### config.mk
export PLATFORM = sky130hd
export DESIGN_NAME = bas_mul
export DESIGN_NICKNAME = d
export VERILOG_FILES = /design/src/hw/rtl/bas_pkg.sv /design/src/hw/rtl/bas_mul.sv
export SDC_FILE = /design/constraint.sdc
export NUM_CORES = 2
export LEC_CHECK = 0
export ABC_AREA = 1
export BUFFER_PORTS_ARGS = -buffer_cell sky130_fd_sc_hd__buf_2
export CAP_MARGIN = 10
export CELL_PAD_IN_SITES_DETAIL_PLACEMENT = 0
export CELL_PAD_IN_SITES_GLOBAL_PLACEMENT = 1
export CORE_ASPECT_RATIO = 1.5
export CORE_MARGIN = 4
export CORE_UTILIZATION = 47
export CTS_CLUSTER_DIAMETER = 30
export DETAILED_ROUTE_END_ITERATION = 8
export GPL_TIMING_DRIVEN = 0
export PLACE_DENSITY = 0.82
export SLEW_MARGIN = 20
export SYNTH_ARGS = -nofsm -noshare
export SYNTH_HDL_FRONTEND = slang
export SYNTH_SLANG_ARGS = --single-unit
### constraint.sdc
create_clock -name clk_i -period 12.8 [get_ports clk_i]
set_input_delay 2.56 -clock clk_i [delete_from_list [all_inputs] [get_ports clk_i]]
set_output_delay 2.56 -clock clk_i [all_outputs]
set_load 0.01 [all_outputs]
### src/hw/rtl/bas_pkg.sv
// Shared types and constants for the boid alignment step block.
// Holds the item structs, operation and register codes and the unit interface.
// No dependencies.
package bas_pkg;

  localparam int FRAC_BITS      = 16;
  localparam int MAX_NEIGHBOURS = 1024;
  localparam int CNT_W          = $clog2(MAX_NEIGHBOURS + 1);

  localparam int MUL_W  = 32;
  localparam int PROD_W = 2 * MUL_W;

  // Operation codes carried in the input item.
  localparam logic [1:0] OP_LOAD = 2'd0;
  localparam logic [1:0] OP_NBR  = 2'd1;
  localparam logic [1:0] OP_STEP = 2'd2;

  // Configuration register indexes.
  localparam int CFG_IDX_W = 3;
  localparam logic [CFG_IDX_W-1:0] CFG_MAX_FORCE  = 3'd0;
  localparam logic [CFG_IDX_W-1:0] CFG_MIN_FORCE  = 3'd1;
  localparam logic [CFG_IDX_W-1:0] CFG_MAX_SPEED  = 3'd2;
  localparam logic [CFG_IDX_W-1:0] CFG_MIN_SPEED  = 3'd3;
  localparam logic [CFG_IDX_W-1:0] CFG_NBR_RADIUS = 3'd4;
  localparam logic [CFG_IDX_W-1:0] CFG_WORLD_SIZE = 3'd5;

  localparam logic [30:0]        RST_MAX_FORCE  = 31'd19661;
  localparam logic signed [31:0] RST_MIN_FORCE  = 32'sd0;
  localparam logic [30:0]        RST_MAX_SPEED  = 31'd32768;
  localparam logic [30:0]        RST_MIN_SPEED  = 31'd0;
  localparam logic [30:0]        RST_NBR_RADIUS = 31'd1310720;
  localparam logic [30:0]        RST_WORLD_SIZE = 31'd19660800;

  typedef struct packed {
    logic [1:0]         op;
    logic signed [31:0] pos_x;
    logic signed [31:0] pos_y;
    logic signed [31:0] vel_x;
    logic signed [31:0] vel_y;
    logic [30:0]        delta_time;
  } in_item_t;

  typedef struct packed {
    logic signed [31:0] new_pos_x;
    logic signed [31:0] new_pos_y;
    logic signed [31:0] new_vel_x;
    logic signed [31:0] new_vel_y;
  } out_item_t;

  // Request to the iterative square root and divide unit.
  typedef struct packed {
    logic        start;
    logic        sqrt;
    logic [61:0] arg;
    logic [30:0] divisor;
  } sd_req_t;

  typedef struct packed {
    logic        done;
    logic [30:0] res;
  } sd_rsp_t;

endpackage

### src/hw/rtl/bas_mul.sv
// Registered unsigned multiplier shared by every product of the step.
// Depends on bas_pkg for the operand and product widths.
module bas_mul (
  input  logic                          clk_i,
  input  logic [bas_pkg::MUL_W-1:0]     a_i,
  input  logic [bas_pkg::MUL_W-1:0]     b_i,
  output logic [bas_pkg::PROD_W-1:0]    p_o
);
  import bas_pkg::*;

  logic [PROD_W-1:0] p_d, p_q;

  assign p_d = PROD_W'(a_i) * PROD_W'(b_i);

  always_ff @(posedge clk_i) begin
    p_q <= p_d;
  end

  assign p_o = p_q;

endmodule

==> results.py <==
metrics = {
    "outcome": {
        "status": "finished, final reports clean",
    },
    "finish": {
        "syn_to_final_growth_pct": 6.04,
        "fillers": 8164,
        "num-nets-final": 6385,
        "drive_above_1_share_pct": 4.28,
        "final_cell_mix": "inv_1, nand2_1, fa_1",
        "final_common_cell": "inv_1",
        "largest_register_ffs": 64,
    },
    "logic_synthesis": {
        "netlist_instances": 5021,
        "ys_types": 23,
        "seq_area_frac_synth_pct": 3.43,
        "ys_warn_count": 0,
        "synth_ff_type": "dfxtp_1",
        "syn_avg_cell_area_sq_um": 7.45,
        "synth_edf_count": 0,
        "syn_nets": 6245,
        "syn-cell-area_sq_um": 37400,
        "synthArstFlopShare_pct": 0,
        "synth_seq_cells": 64,
    },
    "floorplanning": {
        "core-area_sq_um": 78800,
        "std_cell_rows": 126,
        "die_h_um": 353,
        "ioPinCount": 129,
        "dieArea_sq_um": 84200,
        "initial_utilization_pct": 47.4,
        "die_w_um": 238,
    },
    "critical_path": {
        "crit_family": "adder cells",
        "path_buf_inv": 6,
        "critPathMaxFanout": 10,
        "crit_path_end_kind": "flop",
        "crit_chain": "buf_2 -> clkbuf_1 -> nand2_1 -> inv_1 -> fa_1 -> inv_1 -> fa_1 -> fa_1 -> fa_1 -> inv_1 -> fa_1 -> fa_1 -> fa_1 -> fa_1 -> ha_1 -> nand2_1 -> nor2_1 -> inv_2 -> nor2_1 -> a21oi_1 -> nand2_2 -> xor2_1",
        "cpMaxStageDelayCell": "clkbuf_1",
        "crit_path_start": "a_i[26]",
        "criticalPathCategory": "primary input to flop",
        "worstPathRequired_ps": 13010,
        "critPathMostFrequentCell": "fa_1",
        "arrival_ps": 10060,
        "max_stage_delay_ps": 780,
        "start_kind": "primary input",
    },
    "detailed_routing": {
        "routed_wl_um": 143000,
        "drt-vias-per-instance": 5.08,
        "drt-initial-drc-count": 2341,
        "antenna_left": 0,
        "route.detailed.drc": 0,
        "vias": 31447,
        "first_pass_iters": 5,
        "wire_per_inst_um": 23.0,
    },
    "sta": {
        "tightestPinTransition_ps": 1270,
        "relSlewSlack_pct": 15.1,
        "maxSlewViolCount": 0,
        "finalSetupTns_ps": 0,
        "min_period_ps": 9850,
        "hold_viol_final": 0,
        "setup_viol": 0,
        "whs_ps": 2520,
        "finalCritPeriodShare_pct": 76.9,
        "rsz0062_at_grt": "no",
        "max_freq_ghz": 0.102,
    },
    "placement": {
        "dp_hpwl_um": 124000,
        "gp_congestion": 1.03,
        "portBuffers": 128,
    },
    "clock_tree": {
        "clock_path_buffers": 2,
        "ctsHoldBuffers": 0,
        "cts_root_buf": "clkbuf_16",
        "path_clk_slew_ps": 60,
        "numCtsBuffers": 9,
        "clock_sinks": 64,
        "h-tree-depth": 3,
        "cts_setup_buffers": 0,
        "cts_tree": "done",
        "cts-resized-gates": 0,
    },
    "global_routing": {
        "grt_max_degree": 13,
        "grt_antenna_before_repair": 5,
        "grtUsageTotal_pct": 34.7,
        "grt.overflow.total": 0,
        "grt_pass1_wl_um": 213000,
        "grt_pass1_vias": 33621,
    },
    "run": {
        "cap_violations": 0,
    },
    "hold_path": {
        "worstHoldStart": "b_i[0]",
        "min_delay_path_depth": 3,
        "worstHoldPathType": "primary input to flop",
        "min_to": "p_o[0]$_DFF_P_",
    },
}
## cell families after synthesis
logic type	count (synthesis)	synth area share, %
flops	64	3.43
fa+ha+maj	1159	56.8
xor+xnor	35	0.820
compound gates	58	0.877
simple gates	1778	18.8
buf+inv	1927	19.3
## how the worst max path moves through the flow
stage                 endpoint  slack, ps  cells after the start
3_3_place_gp   p_o[31]$_DFF_P_       2470                     22
5_1_grt        p_o[31]$_DFF_P_       2740                     22
6_report       p_o[31]$_DFF_P_       2950                     22
4_1_cts        p_o[31]$_DFF_P_       3010                     22
2_1_floorplan  p_o[62]$_DFF_P_       4420                     25
3_5_place_dp   p_o[31]$_DFF_P_       2670                     22
## layer usage
metal  up-vias  routed length, um  track usage (%)
li1      13911                  -                -
met1     15574              49100             39.6
met2      1462              67900             57.8
met3       498              11300             6.35
met4         2              14300             25.8
met5         -                  7                0
## metrics by stage
step,util (%),area (sq um),std cells,worst slack (ps)
global route,50.3,39600,6190,2740
global placement,49.9,39300,6173,2470
detailed placement,49.9,39300,6174,2670
floorplan,-,37400,5021,4420
CTS,50.3,39600,6190,3010
finish,50.3,39600,6193,2950
## layout make-up
class	instances	area (sq um)	share of cell area, %
Antenna cell	3	7.51	0.0189
Multi-Input combinational cell	3030	28900	72.8
Inverter	1735	6510	16.4
Tap cell	1024	1280	3.23
Timing Repair Buffer	129	652	1.64
Buffer	192	743	1.87
Clock buffer	10	229	0.578
Sequential cell	64	1280	3.23
Clock inverter	6	67.6	0.170
## cell usage after synthesis (15+ instances only)
cell | number | area, sq um
inv_1 | 1725 | 6470
nand2_1 | 1565 | 5870
fa_1 | 896 | 17900
ha_1 | 263 | 3290
clkbuf_1 | 192 | 721
nor2_1 | 79 | 297
dfxtp_1 | 64 | 1280
nand3_1 | 59 | 295
a21oi_1 | 44 | 220
xor2_1 | 33 | 289
nand4_1 | 16 | 100
nor2_2 | 15 | 93.8
Power is left out: the tool's default activity adds up to more than one toggle a clock period on the data nets, which glitch-free logic cannot reach.
