<file path="src/hw/rtl/bas_pkg.sv">
// Shared types and constants for the boid alignment step block.
// Holds the item structs, operation and register codes and the unit interface.
// No dependencies.
package bas_pkg;

  localparam int FRAC_BITS      = 16;
  localparam int MAX_NEIGHBOURS = 1024;
  localparam int CNT_W          = $clog2(MAX_NEIGHBOURS + 1);

  localparam int MUL_W  = 32;
  localparam int PROD_W = 2 * MUL_W;

  // Operation codes carried in the input item.
  localparam logic [1:0] OP_LOAD = 2'd0;
  localparam logic [1:0] OP_NBR  = 2'd1;
  localparam logic [1:0] OP_STEP = 2'd2;

  // Configuration register indexes.
  localparam int CFG_IDX_W = 3;
  localparam logic [CFG_IDX_W-1:0] CFG_MAX_FORCE  = 3'd0;
  localparam logic [CFG_IDX_W-1:0] CFG_MIN_FORCE  = 3'd1;
  localparam logic [CFG_IDX_W-1:0] CFG_MAX_SPEED  = 3'd2;
  localparam logic [CFG_IDX_W-1:0] CFG_MIN_SPEED  = 3'd3;
  localparam logic [CFG_IDX_W-1:0] CFG_NBR_RADIUS = 3'd4;
  localparam logic [CFG_IDX_W-1:0] CFG_WORLD_SIZE = 3'd5;

  localparam logic [30:0]        RST_MAX_FORCE  = 31'd19661;
  localparam logic signed [31:0] RST_MIN_FORCE  = 32'sd0;
  localparam logic [30:0]        RST_MAX_SPEED  = 31'd32768;
  localparam logic [30:0]        RST_MIN_SPEED  = 31'd0;
  localparam logic [30:0]        RST_NBR_RADIUS = 31'd1310720;
  localparam logic [30:0]        RST_WORLD_SIZE = 31'd19660800;

  typedef struct packed {
    logic [1:0]         op;
    logic signed [31:0] pos_x;
    logic signed [31:0] pos_y;
    logic signed [31:0] vel_x;
    logic signed [31:0] vel_y;
    logic [30:0]        delta_time;
  } in_item_t;

  typedef struct packed {
    logic signed [31:0] new_pos_x;
    logic signed [31:0] new_pos_y;
    logic signed [31:0] new_vel_x;
    logic signed [31:0] new_vel_y;
  } out_item_t;

  // Request to the iterative square root and divide unit.
  typedef struct packed {
    logic        start;
    logic        sqrt;
    logic [61:0] arg;
    logic [30:0] divisor;
  } sd_req_t;

  typedef struct packed {
    logic        done;
    logic [30:0] res;
  } sd_rsp_t;

endpackage

</file>
<file path="src/hw/rtl/bas_sqdiv.sv">
// Iterative integer square root and restoring divider, one result bit a cycle.
// Depends on bas_pkg for the request and response structs.
module bas_sqdiv (
  input  logic             clk_i,
  input  logic             rst_ni,
  input  bas_pkg::sd_req_t req_i,
  output bas_pkg::sd_rsp_t rsp_o
);
  import bas_pkg::*;

  localparam int ITER = 31;

  logic        busy_q, done_q, mode_q;
  logic [4:0]  cnt_q;
  logic [61:0] n_q, r_q, bit_q;
  logic [30:0] rem_q, lo_q, dv_q;

  logic [61:0] sq_t;
  logic        sq_ge;
  logic [31:0] dv_t;
  logic        dv_ge;

  assign sq_t  = r_q + bit_q;
  assign sq_ge = n_q >= sq_t;
  assign dv_t  = {rem_q, lo_q[30]};
  assign dv_ge = dv_t >= {1'b0, dv_q};

  always_ff @(posedge clk_i or negedge rst_ni) begin
    if (!rst_ni) begin
      busy_q <= 1'b0;
      done_q <= 1'b0;
      cnt_q  <= '0;
    end else begin
      done_q <= 1'b0;
      if (req_i.start) begin
        busy_q <= 1'b1;
        cnt_q  <= 5'(ITER - 1);
      end else if (busy_q) begin
        cnt_q <= cnt_q - 5'd1;
        if (cnt_q == '0) begin
          busy_q <= 1'b0;
          done_q <= 1'b1;
        end
      end
    end
  end

  always_ff @(posedge clk_i) begin
    if (req_i.start) begin
      mode_q <= req_i.sqrt;
      n_q    <= req_i.arg;
      r_q    <= '0;
      bit_q  <= 62'd1 << 60;
      rem_q  <= {1'b0, req_i.arg[60:31]};
      lo_q   <= req_i.arg[30:0];
      dv_q   <= req_i.divisor;
    end else if (busy_q) begin
      if (mode_q) begin
        if (sq_ge) begin
          n_q <= n_q - sq_t;
          r_q <= (r_q >> 1) + bit_q;
        end else begin
          r_q <= r_q >> 1;
        end
        bit_q <= bit_q >> 2;
      end else begin
        if (dv_ge) begin
          rem_q <= 31'(dv_t - {1'b0, dv_q});
        end else begin
          rem_q <= dv_t[30:0];
        end
        lo_q <= {lo_q[29:0], dv_ge};
      end
    end
  end

  assign rsp_o.done = done_q;
  assign rsp_o.res  = mode_q ? r_q[30:0] : lo_q;

endmodule
</file>
<file path="config.mk">
export PLATFORM = sky130hd
export DESIGN_NAME = bas_sqdiv
export DESIGN_NICKNAME = d
export VERILOG_FILES = /design/src/hw/rtl/bas_pkg.sv /design/src/hw/rtl/bas_sqdiv.sv
export SDC_FILE = /design/constraint.sdc
export NUM_CORES = 1
export LEC_CHECK = 0
export BUFFER_PORTS_ARGS = -buffer_cell sky130_fd_sc_hd__buf_2
export CAP_MARGIN = 20
export CORE_MARGIN = 1.5
export CORE_UTILIZATION = 30
export CTS_CLUSTER_DIAMETER = 30
export DETAILED_ROUTE_END_ITERATION = 10
export GPL_ROUTABILITY_DRIVEN = 1
export SKIP_LAST_GASP = 1
export SYNTH_ARGS = -nofsm -noshare
export SYNTH_HDL_FRONTEND = slang
export SYNTH_SLANG_ARGS = --single-unit
</file>
<file path="constraint.sdc">
create_clock -name clk_i -period 10.9 [get_ports clk_i]
set_clock_uncertainty 0.15 [all_clocks]
set_input_delay 0.545 -clock clk_i [delete_from_list [all_inputs] [get_ports clk_i]]
set_output_delay 0.545 -clock clk_i [all_outputs]
set_load 0.02 [all_outputs]
</file>
==> qor.yml <==
floorplan:
  core_sq_um: 68710
  initial_utilization_pct: 30.33
  pin_count: 129
  die_w_microns: 266.6
  die_area_sq_um: 71060
  rows: 96
  die_y_microns: 266.6
sta:
  min_period_over_period_pct: 71.26
  rsz0062_at_grt: "no"
  max_slew.worst_pin.slew_ns: 1.101
  max_slew_margin_pct: 24.71
  hold_viol: 0
  max_clock_freq_mhz: 128.7
  slew_viol_final: 0
  tns_ns: 0
  fin_crit_ns: 7.768
  setup_viol: 0
  whs_ns: 0.1260
finish:
  finalNonFillerCells: 3642
  num_antenna_cells: 0
  nFillCells: 7209
  area_growth_pct: 19.24
  fin_util_pct: 36.17
  nets: 2918
  drive_gt1_share_pct: 12.17
  layout_common_cells: "367 x nand2_1, 236 x o21ai_0, 196 x a21oi_1"
  layout_commonest_cell: "nand2_1"
yosys:
  synth_area_per_cell_sq_um: 8.084
  synthArstFlopShare_pct: 2.734
  yosysTopAreaCell: "edfxtp_1"
  synth_area_sq_um: 20840
  synth_fa_ha_area_share_pct: 9.738
  yosysTopAreaCellShare_pct: 22.33
  synth_top_family_by_area: "compound AO/OA/AOI/OAI gates"
  synth-compound-area-share_pct: 25.34
  yosys_warnings: 0
  yosys-top-cells-area: "edfxtp_1 22%, ha_1 9.5%, dfxtp_1 9.0%, nand2_1 6.6%, o21ai_0 5.7%"
  synth_ff_type: "edfxtp_1"
  ys_seq_elements: 256
  muxShareOfSynthArea_pct: 1.297
  ys_seq_area_share_pct: 32.20
  synthXorXnorAreaFrac_pct: 7.354
  yosys.area_share.simple_pct: 18.87
  yosysUniqueCellTypes: 86
  synthesis.nets: 2836
  synth-edff-count: 155
  syn_inst: 2578
route:
  wirelength_microns: 64240
  ant_nets: 0
  initialDrtViolationCount: 1557
  first_pass_iters: 6
  wl_per_cell_microns: 17.64
  drc: 0
  viasPerCell: 5.372
  vias: 19560
clock_network:
  ctsResizeCount: 0
  cts_buffers: 66
  root_buffer: "clkbuf_16"
  insertion_delay_ns: 0.59
  cts_tree: "built"
  cts.clk_slew.worst_paths_ns: 0.05
  cts.sink_count: 256
  clk_path_buf_depth: 3
  htreeDepth: 3
pwr:
  ir_worst_vdd_uv: 166.4
  leakage_nw: 9.768
  power_density_nw_per_um2: 282.0
global_route:
  grt-ovfl-total: 0
  grt_max_degree: 167
  grt_pass1_wl_microns: 101600
  grt_pass1_vias: 18800
  track_usage_pct: 17.81
  antenna_found_initial: 1
worst_setup_path:
  critical_path_arrival_ns: 7.81
  end_kind: "register"
  cp_max_fo: 62
  crit_type: "register to register"
  critical_path.startpoint_type: "register"
  slowest_delay_ns: 0.72
  worstPathRequired_ns: 10.94
  cp_slowest_cell: "o41ai_1"
placement:
  place_hpwl_microns: 46650
  dp.cells: 3489
  io_buffers: 128
  gp_congestion: 0.9226
min_path:
  hp-class: "input port to register"
job:
  cap_violations: 0
status:
  outcome: "finished clean"
final cells by class:
class                      count  area, sq um  share of cell area [%]
clock inverter                39        508.0                   2.044
sequential                   256         6711                   27.01
clock buffer                  80         1851                   7.447
tap                          931         1165                   4.688
inverter                     114        427.9                   1.722
multi-input combinational   2048        13090                   52.69
timing repair buffer         174         1095                   4.406
Yosys cell counts, types with 9 or more instances:
| cell type | instances |
|---|---|
| or3_1 | 13 |
| nor2b_1 | 19 |
| and3_1 | 18 |
| nand2_1 | 369 |
| and2_1 | 15 |
| or2_2 | 11 |
| mux2_2 | 16 |
| nand3_1 | 74 |
| o211ai_1 | 21 |
| dfxtp_1 | 94 |
| a21boi_0 | 9 |
| a211oi_1 | 33 |
| a31o_2 | 24 |
| o31ai_1 | 14 |
| a21o_1 | 61 |
| o21bai_1 | 28 |
| nor3_1 | 42 |
| xnor2_1 | 75 |
| nand3b_1 | 12 |
| mux2i_1 | 9 |
| a311oi_1 | 18 |
| o21a_1 | 21 |
| nand4_1 | 60 |
| xor2_1 | 100 |
| clkbuf_1 | 132 |
| a21oi_1 | 196 |
| buf_2 | 16 |
| edfxtp_1 | 155 |
| inv_1 | 113 |
| ha_1 | 159 |
| nor4_1 | 10 |
| a31oi_1 | 69 |
| nor2_1 | 177 |
| nand2b_1 | 15 |
| a211o_1 | 11 |
| o21ai_0 | 237 |
routing by layer:
metal  share of wire (%)  global-route usage (%)
met5               0.019                       0
met4                 3.1                   7.417
met3                 4.8                   2.399
met2                  45                   28.56
met1                  47                   23.99
metrics by stage:
step | instance area [sq um] | power [mW] | setup WS, ns
2_1_floorplan | 20840 | 4.059 | 3.907
3_3_place_gp | 22150 | 4.860 | 3.242
3_5_place_dp | 22150 | 4.864 | 3.194
4_1_cts | 24840 | 6.996 | 3.133
5_1_grt | 24850 | 7.481 | 2.355
6_report | 24850 | 7.008 | 3.132
worst max-delay path, delay by kind of cell, from the launching register on:
family | cells | cell delay (ns)
flops | 1 | 0.38
xor+xnor | 1 | 0.19
buf+inv | 3 | 1.49
simple gates | 10 | 1.51
compound gates | 9 | 2.66
fa+ha+maj | 2 | 0.81
timing repair:
item / 4_1_cts / 5_1_grt
endpoints found under the hold margin: 39 / 0
buffers inserted: 0 / 0
hold buffers: 33 / 0
registers in the layout, summed over array words and instances, names as in the netlist:
register / count
cnt_q: 5
lo_q: 31
dv_q: 31
r_q: 62
n_q: 62
busy_q: 1
mode_q: 1
bit_q: 31
done_q: 1
rem_q: 31
logic make-up (layout without fill, tap and decap cells):
kind of cell	Yosys count	after routing
xor gates and xnor gates	175	175
AOI/OAI and AO/OA	827	827
DFF	256	256
buffers and inverters	274	407
muxes	25	25
and+or+nand+nor	860	860
adders and majority gates	161	161
where the power goes:
part | switching (mW) | leakage (nW) | internal, mW
logic | 2.11 | 6.21 | 1.27
clock network | 0.616 | 1.15 | 1.46
registers | 0.196 | 2.41 | 1.36
final timing paths:
| path | slack (ns) | from | endpoint | cells past startpoint |
|---|---|---|---|---|
| worst max-delay path | 3.13 | r_q[6]$_SDFFE_PP0P_ | n_q[19]$_DFFE_PP_ | 25 |
| worst min-delay path | 0.13 | req_i[37] | lo_q[6]$_DFFE_PP_ | 3 |
| worst max register to register | 3.13 | r_q[6]$_SDFFE_PP0P_ | n_q[19]$_DFFE_PP_ | 25 |
| worst min register to register | 0.33 | bit_q[0]$_SDFFE_PP0P_ | bit_q[0]$_SDFFE_PP0P_ | 2 |
| max in group asynchronous | 10.24 | rst_ni | done_q$_DFF_PN0_ | 2 |
| min in group asynchronous | 0.20 | rst_ni | busy_q$_DFF_PN0_ | 2 |
(Power assumes the default switching activity.)
